[config.mk]
export PLATFORM = sky130hd
export DESIGN_NAME = qoi_pixel_encoder
export DESIGN_NICKNAME = d
export VERILOG_FILES = /design/src/rtl/qoienc_pkg.sv /design/src/rtl/qoi_pixel_encoder.sv /design/src/rtl/qoienc_chunk.sv
export SDC_FILE = /design/constraint.sdc
export NUM_CORES = 2
export LEC_CHECK = 0
export BUFFER_PORTS_ARGS = -buffer_cell sky130_fd_sc_hd__buf_2
export CAP_MARGIN = 25
export CORE_MARGIN = 5
export CORE_UTILIZATION = 25
export DETAILED_ROUTE_END_ITERATION = 10
export GPL_TIMING_DRIVEN = 0
export PLACE_DENSITY = 0.5
export SYNTH_ARGS = -nofsm -noshare
export SYNTH_HDL_FRONTEND = slang
export SYNTH_HIERARCHICAL = 1
export SYNTH_SLANG_ARGS = --single-unit
[constraint.sdc]
create_clock -name clk_i -period 4.9 [get_ports clk_i]
set_input_delay 0.98 -clock clk_i [delete_from_list [all_inputs] [get_ports clk_i]]
set_output_delay 0.98 -clock clk_i [all_outputs]
set_load 0.1 [all_outputs]
[src/rtl/qoienc_pkg.sv]
`timescale 1ns / 1ps

package qoienc_pkg;

  localparam int unsigned IndexDepth = 64;
  localparam int unsigned IndexAw    = $clog2(IndexDepth);
  localparam int unsigned MaxBytes   = 6;
  localparam int unsigned LenW       = $clog2(MaxBytes + 1);

  localparam logic [5:0]  RunMax     = 6'd62;
  localparam logic [31:0] ResetPixel = 32'h0000_00FF;

  localparam logic [7:0] OpIndex = 8'h00;
  localparam logic [7:0] OpDiff  = 8'h40;
  localparam logic [7:0] OpLuma  = 8'h80;
  localparam logic [7:0] OpRun   = 8'hC0;
  localparam logic [7:0] OpRgb   = 8'hFE;
  localparam logic [7:0] OpRgba  = 8'hFF;

  typedef struct packed {
    logic [7:0] red;
    logic [7:0] green;
    logic [7:0] blue;
    logic [7:0] alpha;
    logic       final_pixel;
  } pixel_t;

  typedef struct packed {
    logic [7:0] code_byte;
    logic       last_of_burst;
  } code_t;

  // Bytes that one pixel produces; bytes[0] leaves first.
  typedef struct packed {
    logic [MaxBytes-1:0][7:0] bytes;
    logic [LenW-1:0]          len;
    logic [5:0]               run_next;
    logic                     wr_en;
  } burst_t;

endpackage

[src/rtl/qoi_pixel_encoder.sv]
`timescale 1ns / 1ps

// QOI pixel encoder: RGBA pixels in raster order in, QOI chunk bytes out.
// The input channel carries one pixel per beat, with final_pixel set on the
// last pixel of an image. The output channel carries one chunk byte per beat;
// last_of_burst marks the final byte that a pixel causes. A pixel that only
// extends a run produces no beat. The file header and end marker are not made.
// A pixel is registered at acceptance together with its color index read, and
// is then encoded into a six-byte output buffer once that buffer is empty or
// handing out its last byte, and the buffer offers its first byte from there.
// Throughput is one pixel per cycle while each pixel makes at most one byte and
// the receiver takes every byte. A pixel that makes n bytes hands them out one
// by one on the single-byte output port, and the input is held off until its
// last byte is being taken. When the receiver stalls, the buffer holds its bytes
// and the input stops after one more pixel has been registered.
// Reset and every final pixel clear the 64 index valid bits at once, set the
// previous pixel to opaque black and the run to zero; no clearing pass runs.
module qoi_pixel_encoder (
  input  logic                clk_i,
  input  logic                rst_ni,
  input  logic                in_valid_i,
  output logic                in_ready_o,
  input  qoienc_pkg::pixel_t  in_data_i,
  output logic                out_valid_o,
  input  logic                out_ready_i,
  output qoienc_pkg::code_t   out_data_o
);
  import qoienc_pkg::*;

  logic [31:0]          index_mem [IndexDepth];
  logic [IndexDepth-1:0] valid_q, valid_d;

  logic                 s1_valid_q, s1_valid_d;
  logic [31:0]          s1_px_q;
  logic                 s1_last_q;
  logic [IndexAw-1:0]   s1_pos_q;
  logic [31:0]          rd_data_q;
  logic                 rd_valid_q;
  logic                 fwd_q;
  logic [31:0]          fwd_px_q;
  logic                 clr_q;

  logic [31:0]          prev_q, prev_d;
  logic [5:0]           run_q, run_d;
  logic [MaxBytes-1:0][7:0] buf_q, buf_d;
  logic [LenW-1:0]      len_q, len_d;

  logic                 in_fire, out_fire, commit;
  logic [IndexAw-1:0]   rd_addr;
  logic [31:0]          entry;
  burst_t               burst;

  assign rd_addr = IndexAw'(in_data_i.red[5:0] * 6'd3 + in_data_i.green[5:0] * 6'd5
                          + in_data_i.blue[5:0] * 6'd7 + in_data_i.alpha[5:0] * 6'd11);

  assign out_valid_o = (len_q != '0);
  assign out_fire    = out_valid_o && out_ready_i;
  assign commit      = s1_valid_q && ((len_q == '0) || ((len_q == LenW'(1)) && out_ready_i));
  assign in_ready_o  = !s1_valid_q || commit;
  assign in_fire     = in_valid_i && in_ready_o;

  assign out_data_o.code_byte     = buf_q[0];
  assign out_data_o.last_of_burst = (len_q == LenW'(1));

  // The read was taken at entry; a write or clear by the pixel ahead of it in
  // that same cycle is folded in here.
  always_comb begin
    if (clr_q) begin
      entry = '0;
    end else if (fwd_q) begin
      entry = fwd_px_q;
    end else if (rd_valid_q) begin
      entry = rd_data_q;
    end else begin
      entry = '0;
    end
  end

  qoienc_chunk u_chunk (
    .px_i    (s1_px_q),
    .last_i  (s1_last_q),
    .prev_i  (prev_q),
    .run_i   (run_q),
    .entry_i (entry),
    .pos_i   (s1_pos_q),
    .burst_o (burst)
  );

  always_comb begin
    s1_valid_d = s1_valid_q;
    prev_d     = prev_q;
    run_d      = run_q;
    valid_d    = valid_q;
    buf_d      = buf_q;
    len_d      = len_q;
    if (out_fire) begin
      buf_d = buf_q >> 8;
      len_d = len_q - LenW'(1);
    end
    if (commit) begin
      buf_d = burst.bytes;
      len_d = burst.len;
      if (s1_last_q) begin
        prev_d  = ResetPixel;
        run_d   = 6'd0;
        valid_d = '0;
      end else begin
        prev_d = s1_px_q;
        run_d  = burst.run_next;
        if (burst.wr_en) begin
          valid_d[s1_pos_q] = 1'b1;
        end
      end
    end
    if (in_fire) begin
      s1_valid_d = 1'b1;
    end else if (commit) begin
      s1_valid_d = 1'b0;
    end
  end

  always_ff @(posedge clk_i or negedge rst_ni) begin
    if (!rst_ni) begin
      s1_valid_q <= 1'b0;
      prev_q     <= ResetPixel;
      run_q      <= 6'd0;
      valid_q    <= '0;
      len_q      <= '0;
    end else begin
      s1_valid_q <= s1_valid_d;
      prev_q     <= prev_d;
      run_q      <= run_d;
      valid_q    <= valid_d;
      len_q      <= len_d;
    end
  end

  always_ff @(posedge clk_i) begin
    buf_q <= buf_d;
    if (commit && burst.wr_en) begin
      index_mem[s1_pos_q] <= s1_px_q;
    end
    if (in_fire) begin
      s1_px_q    <= {in_data_i.red, in_data_i.green, in_data_i.blue, in_data_i.alpha};
      s1_last_q  <= in_data_i.final_pixel;
      s1_pos_q   <= rd_addr;
      rd_data_q  <= index_mem[rd_addr];
      rd_valid_q <= valid_q[rd_addr];
      fwd_q      <= commit && burst.wr_en && (s1_pos_q == rd_addr);
      fwd_px_q   <= s1_px_q;
      clr_q      <= commit && s1_last_q;
    end
  end

endmodule

[src/rtl/qoienc_chunk.sv]
`timescale 1ns / 1ps

module qoienc_chunk (
  input  logic [31:0]                     px_i,
  input  logic                            last_i,
  input  logic [31:0]                     prev_i,
  input  logic [5:0]                      run_i,
  input  logic [31:0]                     entry_i,
  input  logic [qoienc_pkg::IndexAw-1:0]  pos_i,
  output qoienc_pkg::burst_t              burst_o
);
  import qoienc_pkg::*;

  logic [7:0]        r, g, b, a, pr, pg, pb, pa;
  logic signed [7:0] vr, vg, vb;
  logic signed [8:0] vgr, vgb;
  logic [5:0]        run_inc;
  logic [4:0][7:0]   ch;
  logic [LenW-1:0]   ch_len;
  logic              diff_ok, luma_ok;

  assign {r, g, b, a}     = px_i;
  assign {pr, pg, pb, pa} = prev_i;
  assign vr      = signed'(r - pr);
  assign vg      = signed'(g - pg);
  assign vb      = signed'(b - pb);
  assign vgr     = {vr[7], vr} - {vg[7], vg};
  assign vgb     = {vb[7], vb} - {vg[7], vg};
  assign run_inc = run_i + 6'd1;

  assign diff_ok = (vr >= -2) && (vr <= 1) && (vg >= -2) && (vg <= 1)
                && (vb >= -2) && (vb <= 1);
  assign luma_ok = (vgr >= -8) && (vgr <= 7) && (vg >= -32) && (vg <= 31)
                && (vgb >= -8) && (vgb <= 7);

  // Chunk for a pixel that differs from the previous one.
  always_comb begin
    ch     = '0;
    ch_len = '0;
    if (entry_i == px_i) begin
      ch[0]  = OpIndex | {2'b00, pos_i};
      ch_len = LenW'(1);
    end else if (a != pa) begin
      ch     = {a, b, g, r, OpRgba};
      ch_len = LenW'(5);
    end else if (diff_ok) begin
      ch[0]  = OpDiff | {2'b00, 2'(vr + 8'sd2), 2'(vg + 8'sd2), 2'(vb + 8'sd2)};
      ch_len = LenW'(1);
    end else if (luma_ok) begin
      ch[0]  = OpLuma | {2'b00, 6'(vg + 8'sd32)};
      ch[1]  = {4'(vgr + 9'sd8), 4'(vgb + 9'sd8)};
      ch_len = LenW'(2);
    end else begin
      ch     = {8'h00, b, g, r, OpRgb};
      ch_len = LenW'(4);
    end
  end

  always_comb begin
    burst_o = '0;
    if (px_i == prev_i) begin
      if ((run_inc == RunMax) || last_i) begin
        burst_o.bytes[0] = OpRun | {2'b00, run_i};
        burst_o.len      = LenW'(1);
        burst_o.run_next = 6'd0;
      end else begin
        burst_o.run_next = run_inc;
      end
    end else begin
      burst_o.wr_en    = (entry_i != px_i);
      burst_o.run_next = 6'd0;
      if (run_i != 6'd0) begin
        burst_o.bytes[0]   = OpRun | {2'b00, run_i - 6'd1};
        burst_o.bytes[5:1] = ch;
        burst_o.len        = ch_len + LenW'(1);
      end else begin
        burst_o.bytes[4:0] = ch;
        burst_o.len        = ch_len;
      end
    end
  end

endmodule

== Word-level counts from Yosys, hierarchy flattened ==
Memories as Yosys holds them, arrays and structs flattened. A register that Yosys moved wholly into a read port is not among the register bits.
Index checks and enable logic that the tools add are counted.

* Register bits: 228
* RAM bits: 2048
* Bits of input ports: 37
* Output and inout port bits: 11
* Word-level logic and storage cells: 134
* Memories: 1

{| class="wikitable"
|+ Memories
! name !! depth !! width !! rd ports !! clocked after Yosys merged registers in !! write ports !! RTL line !! source
|-
| index_mem || 64 || 32 || 1 || 1 || 1 || qoi_pixel_encoder.sv:30 || <nowiki>logic [31:0] index_mem [IndexDepth];</nowiki>
|}

* $add $sub $neg: 18
* $mul: 4
* Order comparisons: 15
* Equal/unequal tests: 7
* Muxes and demuxes: 41
* Bitwise logic cells: 1
* Reduce and logical (&&, ||, !) cells: 29

{| class="wikitable"
|+ Operators by type and width
! kind !! count
|-
| 32-bit 2-to-1 mux || 5
|-
| 64-bit 2-to-1 mux || 2
|-
| 40-bit 2-to-1 mux || 3
|-
| 48-bit 2-to-1 mux || 2
|-
| 16-bit 2-to-1 mux || 5
|-
| 32-bit equality test || 2
|-
| 64-bit OR || 1
|-
| 43-bit 2-to-1 mux || 1
|-
| 32-bit inequality test || 1
|-
| 8-bit by 2-bit greater-or-equal comparator with 1-bit output (second input constant) || 3
|-
| 8-bit by 2-bit less-or-equal comparator with 1-bit output (second input constant) || 3
|-
| 24-bit 2-to-1 mux || 1
|-
| 8-bit 2-to-1 mux || 3
|-
| 8-bit subtractor || 3
|-
| 6-bit adder || 3
|-
| 9-bit by 4-bit greater-or-equal comparator with 1-bit output (second input constant) || 2
|-
| 9-bit by 4-bit less-or-equal comparator with 1-bit output (second input constant) || 2
|-
| 1-bit logical AND || 18
|-
| 3-bit 2-to-1 mux || 6
|-
| 8-bit by 8-bit subtractor with 9-bit output || 2
|-
| 17-bit 2-to-1 mux || 1
|-
| 6-bit by 7-bit < comparator with 1-bit output (second input constant) || 2
|-
| 6-bit by 3-bit multiplier with 6-bit output (second input constant) || 2
|-
| 6-bit 2-to-1 mux || 2
|-
| other kinds (27) || 40
|}

== Logic depth before layout (Yosys ltp) ==
* Word-level depth: 19
* Mapped depth: 25
* Mapped depth without buffers: 25

== Modules after synthesis ==
Netlist, hierarchy kept.

{| class="wikitable"
|+ By module, submodules not included
! module !! instances !! cells each !! area each (um^2) !! sequential area each (um^2)
|-
| qoi_pixel_encoder || 1 || 4284 || 88707.6 || 68786.0
|-
| qoienc_chunk || 1 || 567 || 4011.3 || 0.0
|}

== Worst setup path after synthesis ==
No wires, ideal clock.

* Path type: reg2reg
* From: register len_q[1]
* To: register clr_q, enable pin
* Setup time: 476 ps
* Arrival: 5461 ps
* Data required time: 4424 ps
* Slack: -1037 ps
* Cell stages (with the launch flop): 7
* Path buffers: 0
* Clock period less this slack: 5937 ps
* Cells stage by stage: dfrtp_1 > inv_1 > ha_1 > nor2b_1 > nand2_1 > nand3_1 > and2_1

{| class="wikitable"
|+ RTL lines
! what !! RTL line !! source
|-
| start, declared || qoi_pixel_encoder.sv:46 || <nowiki>logic [LenW-1:0] len_q, len_d;</nowiki>
|-
| start signal, assigned || qoi_pixel_encoder.sv:134 || <nowiki>len_q <= len_d;</nowiki>
|-
| end signal, assigned || qoi_pixel_encoder.sv:151 || <nowiki>clr_q <= commit && s1_last_q;</nowiki>
|-
| end, declared || qoi_pixel_encoder.sv:41 || <nowiki>logic clr_q;</nowiki>
|}

== Final worst setup path ==
* From: input port in_data_i[10] (netlist name)
* To: register rd_data_q[14] (read register of index_mem), data pin

* Longest elaborated chain between the ends: 3

{| class="wikitable"
|+ Ends and longest elaborated chain
! what !! RTL line !! source
|-
| start, declared || qoi_pixel_encoder.sv:23 || <nowiki>input qoienc_pkg::pixel_t in_data_i,</nowiki>
|-
| 6-bit by 3-bit multiplier with 6-bit output || qoi_pixel_encoder.sv:54 || <nowiki>+ in_data_i.blue[5:0] * 6'd7 + in_data_i.alpha[5:0] * 6'd11);</nowiki>
|-
| 6-bit adder (2 in a row) || qoi_pixel_encoder.sv:54 ||
|-
| via rd_addr[3] || qoi_pixel_encoder.sv:49 || <nowiki>logic [IndexAw-1:0] rd_addr;</nowiki>
|-
| end, declared || qoi_pixel_encoder.sv:37 || <nowiki>logic [31:0] rd_data_q;</nowiki>
|}

The timed path passes the listed nets, and every way through them passes these cells.
A chain may end at the register's enable or synchronous reset.

==> flow_metrics.env <==
export IMPL_status="finished, violations left"
export IMPL_failing_checks="setup timing"
export IMPL_clock_skew_ps=66.8
export IMPL_drt_initial_drc_count=4572
export IMPL_timing_worst_setup_path_type="input pin to flop"
export IMPL_chipHeight_um=619
export IMPL_whs_endpoint="s1_px_q[22]$_DFFE_PP_"
export IMPL_detailedRoute_firstPassIterationCount=7
export IMPL_number_of_nets_in_the_synthesized_netlist=4976
export IMPL_dp_hpwl_um=184000
export IMPL_mostFrequentLayoutCells="edfxtp_1 (2202), mux4_2 (528), nand2_1 (315)"
export IMPL_max_cap_viol_count=0
export IMPL_numClockSinks=2308
export IMPL_fp_dieArea_um2=383000
export IMPL_cp_max_fo=5
export IMPL_synth_area_um2=92700
export IMPL_worstHoldStart="in_data_i[23]"
export IMPL_synth_yosys_seq_area_share_pct=74.2
export IMPL_hold_slack_ps=262
export IMPL_io_pin_count=48
export IMPL_floorplan_core_area_um2=369000
export IMPL_buffer_ports_inserted=47
export IMPL_count_of_flip_flops_with_a_built_in_enable_after_synthesis=2202
export IMPL_most_common_library_cell_in_the_layout_ignoring_fill_and_taps="edfxtp_1"
export IMPL_final_period_utilization_pct=110
export IMPL_setup_reg_to_reg_worst_slack_ps=60
export IMPL_tightest_slew_ps=1050
export IMPL_register_area_um2=68800
export IMPL_grt_overflow_total=0
export IMPL_grt_start_max_net_pins=81
export IMPL_most_frequent_cell_on_critical_path="fa_1"
export IMPL_cpMaxStageDelayCell="fa_2"
export IMPL_place_gp_congestion=0.832
export IMPL_cells_on_worst_reg2reg_path=16
export IMPL_syn_inst=4851
export IMPL_crit_reg2reg_launch="s1_px_q[20]$_DFFE_PP_"
export IMPL_setup_slack_ps=-496
export IMPL_unrepaired_setup_endpoints_after_global_routing="true"
export IMPL_cts_htree_levels=4
export IMPL_synth_area_per_cell_um2=19.1
export IMPL_ant_nets=0
export IMPL_floorplan_rows=223
export IMPL_ctsRootBufferMaster="clkbuf_16"
export IMPL_ys_warns=6
export IMPL_fillers=35200
export IMPL_worst_setup_path_end_kind="flop"
export IMPL_grt_pass1_wl_um=379000
export IMPL_totalWireLength_um=267000
export IMPL_setup_viol=34
export IMPL_die_boundary_width_um=619
export IMPL_cts_made_buffers=236
export IMPL_grt_pass1_vias=51000
export IMPL_area_growth_synth_to_final_pct=27.0
export IMPL_initial_core_util_pct=25.1
export IMPL_synth_async_reset_ratio_pct=4.59
export IMPL_critical_path_cell_chain="buf_12, fa_1, ha_4, inv_2, fa_1, fa_1, fa_1, inv_2, ha_4, fa_2, nor2b_1, clkbuf_8, buf_12, clkbuf_16, a22oi_2, nand2_2, mux2i_4, a22oi_1"
export IMPL_post_route_cells_drive_above_1_share_pct=35.4
export IMPL_post_drt_wl_per_cell_um=25.0
export IMPL_dominantRegCellSynth="edfxtp_1"
export IMPL_area_of_combinational_cells_with_multiple_inputs_um2=25100
export IMPL_clock_latency_on_the_worst_skew_pair_ps=890
export IMPL_drt_drc_violations_left=0
export IMPL_crit_path_start_kind="input pin"
export IMPL_worst_endpoint_required_ps=5500
export IMPL_detail_route_vias_per_cell=4.63
export IMPL_yosysUniqueCellTypes=90
export IMPL_final_period_minus_worst_setup_slack_ps=5400
export IMPL_grt_antenna_before_repair=10
export IMPL_timing_critical_path_arrival_ps=6000
export IMPL_tritoncts_clock_tree="yes"
export IMPL_maxSlewViolCount=0
export IMPL_nNetsFinal=5651
export IMPL_clk_buf_depth=3
export IMPL_worst_hold_path_num_cells=1
export IMPL_grt_total_usage_pct=13.6
export IMPL_routed_via_count=49500
export IMPL_ys_seq_elements=2308
export IMPL_finalHoldViolCount=0
export IMPL_max_slew_margin_pct=29.9
export IMPL_clk_transition_reported_paths_ps=60
export IMPL_hp_class="input pin to flop"
export IMPL_clock_fmax_mhz=185
export IMPL_crit_reg2reg_capture="buf_q[9]$_DFFE_PP_"
export IMPL_cp_max_stage_delay_ps=680
[final cells by class]
cell class,count,share of cell area (%)
sequential,2308,58.4
multi-input combinational,2182,21.3
timing repair buffer,442,6.19
clock buffer,289,5.30
tap,4950,5.26
buffer,263,1.64
clock inverter,160,1.55
inverter,93,0.303
antenna,4,0.00850
[worst max-delay path by stage]
stage                                startpoint                          end  slack [ps]  cells after the start
after floorplan                   in_data_i[10]      rd_data_q[17]$_DFFE_PP_        -560                     16
after global placement    s1_px_q[14]$_DFFE_PP_  index_mem[44][10]$_DFFE_PP_       -4140                     11
after detailed placement          in_data_i[10]      rd_data_q[13]$_DFFE_PP_       -3230                     17
after CTS                         in_data_i[10]      rd_data_q[12]$_DFFE_PP_        -410                     20
after global routing              in_data_i[10]      rd_data_q[19]$_DFFE_PP_        -580                     18
final                             in_data_i[10]      rd_data_q[14]$_DFFE_PP_        -500                     18
[timing repair]
action                                   CTS  global route
resized for setup                        585           134
endpoints found under the setup margin  2197           827
pin swaps                                181           103
hold buffers                               1             0
endpoints found under the hold margin     26             0
gates cloned                              17             2
buffers inserted                         121            78
[registers in the layout, summed over array words and instances, names as in the netlist, 3 cells and up]
name / flops
run_q: 6
s1_pos_q: 6
len_q: 3
index_mem: 2048
valid_q: 64
buf_q: 40
rd_data_q: 32
prev_q: 32
fwd_px_q: 32
s1_px_q: 32
out_data_o: 8
[routing by layer]
metal	routed length (um)	vias to the layer above	share of wire, %	global-route usage (%)
met5	0	-	0	0
met3	16400	361	6.1	2.50
met1	111000	26600	42	18.1
li1	-	21000	-	-
met2	132000	1487	49	22.8
met4	7770	0	2.9	4.09
[cell families (layout without fill, tap and decap cells)]
family,count (synthesis),count (layout),synth area share (%)
flip-flops,2308,2308,74.2
AND/OR/NAND/NOR,890,890,4.24
multiplexers,566,566,13.2
AO/OA/AOI/OAI,543,543,4.30
buffers and inverters,361,1247,1.67
XOR/XNOR,92,92,0.908
adder cells (fa/ha/maj),91,91,1.45
other,0,4,0
[worst max-delay path, delay by kind of cell]
kind,cells,cell delay (ps)
buffers and inverters,6,690
and+or+nand+nor,2,240
muxes,1,460
adders and majority gates,7,3140
AOI/OAI and AO/OA,2,470
[synth_stat cells (39+ instances only)]
| cell | number | area share [%] |
|---|---|---|
| a22oi_1 | 330 | 2.7 |
| mux4_2 | 528 | 13 |
| nand2_1 | 406 | 1.6 |
| clkbuf_1 | 171 | 0.69 |
| a21oi_1 | 58 | 0.31 |
| dfrtp_1 | 98 | 2.6 |
| ha_1 | 60 | 0.81 |
| o21ai_0 | 39 | 0.21 |
| inv_1 | 91 | 0.37 |
| nor2_1 | 276 | 1.1 |
| buf_2 | 61 | 0.33 |
| edfxtp_1 | 2202 | 71 |
| xor2_1 | 52 | 0.49 |
[metrics by stage]
stage	util [%]	instances	setup slack (ps)	area [um2]	TNS, ps
after floorplan	-	4851	-562	92900	-19210
after global placement	26.9	9848	-4140	99300	-8297390
after detailed placement	28.3	10000	-3230	104000	-1567150
after CTS	31.6	10600	-406	117000	-9870
after global routing	31.9	10700	-576	118000	-14400
final	31.9	10700	-496	118000	-11020
Power is not shown: default switching activity piles up to over one toggle a cycle in this logic, so the estimate is an artifact.
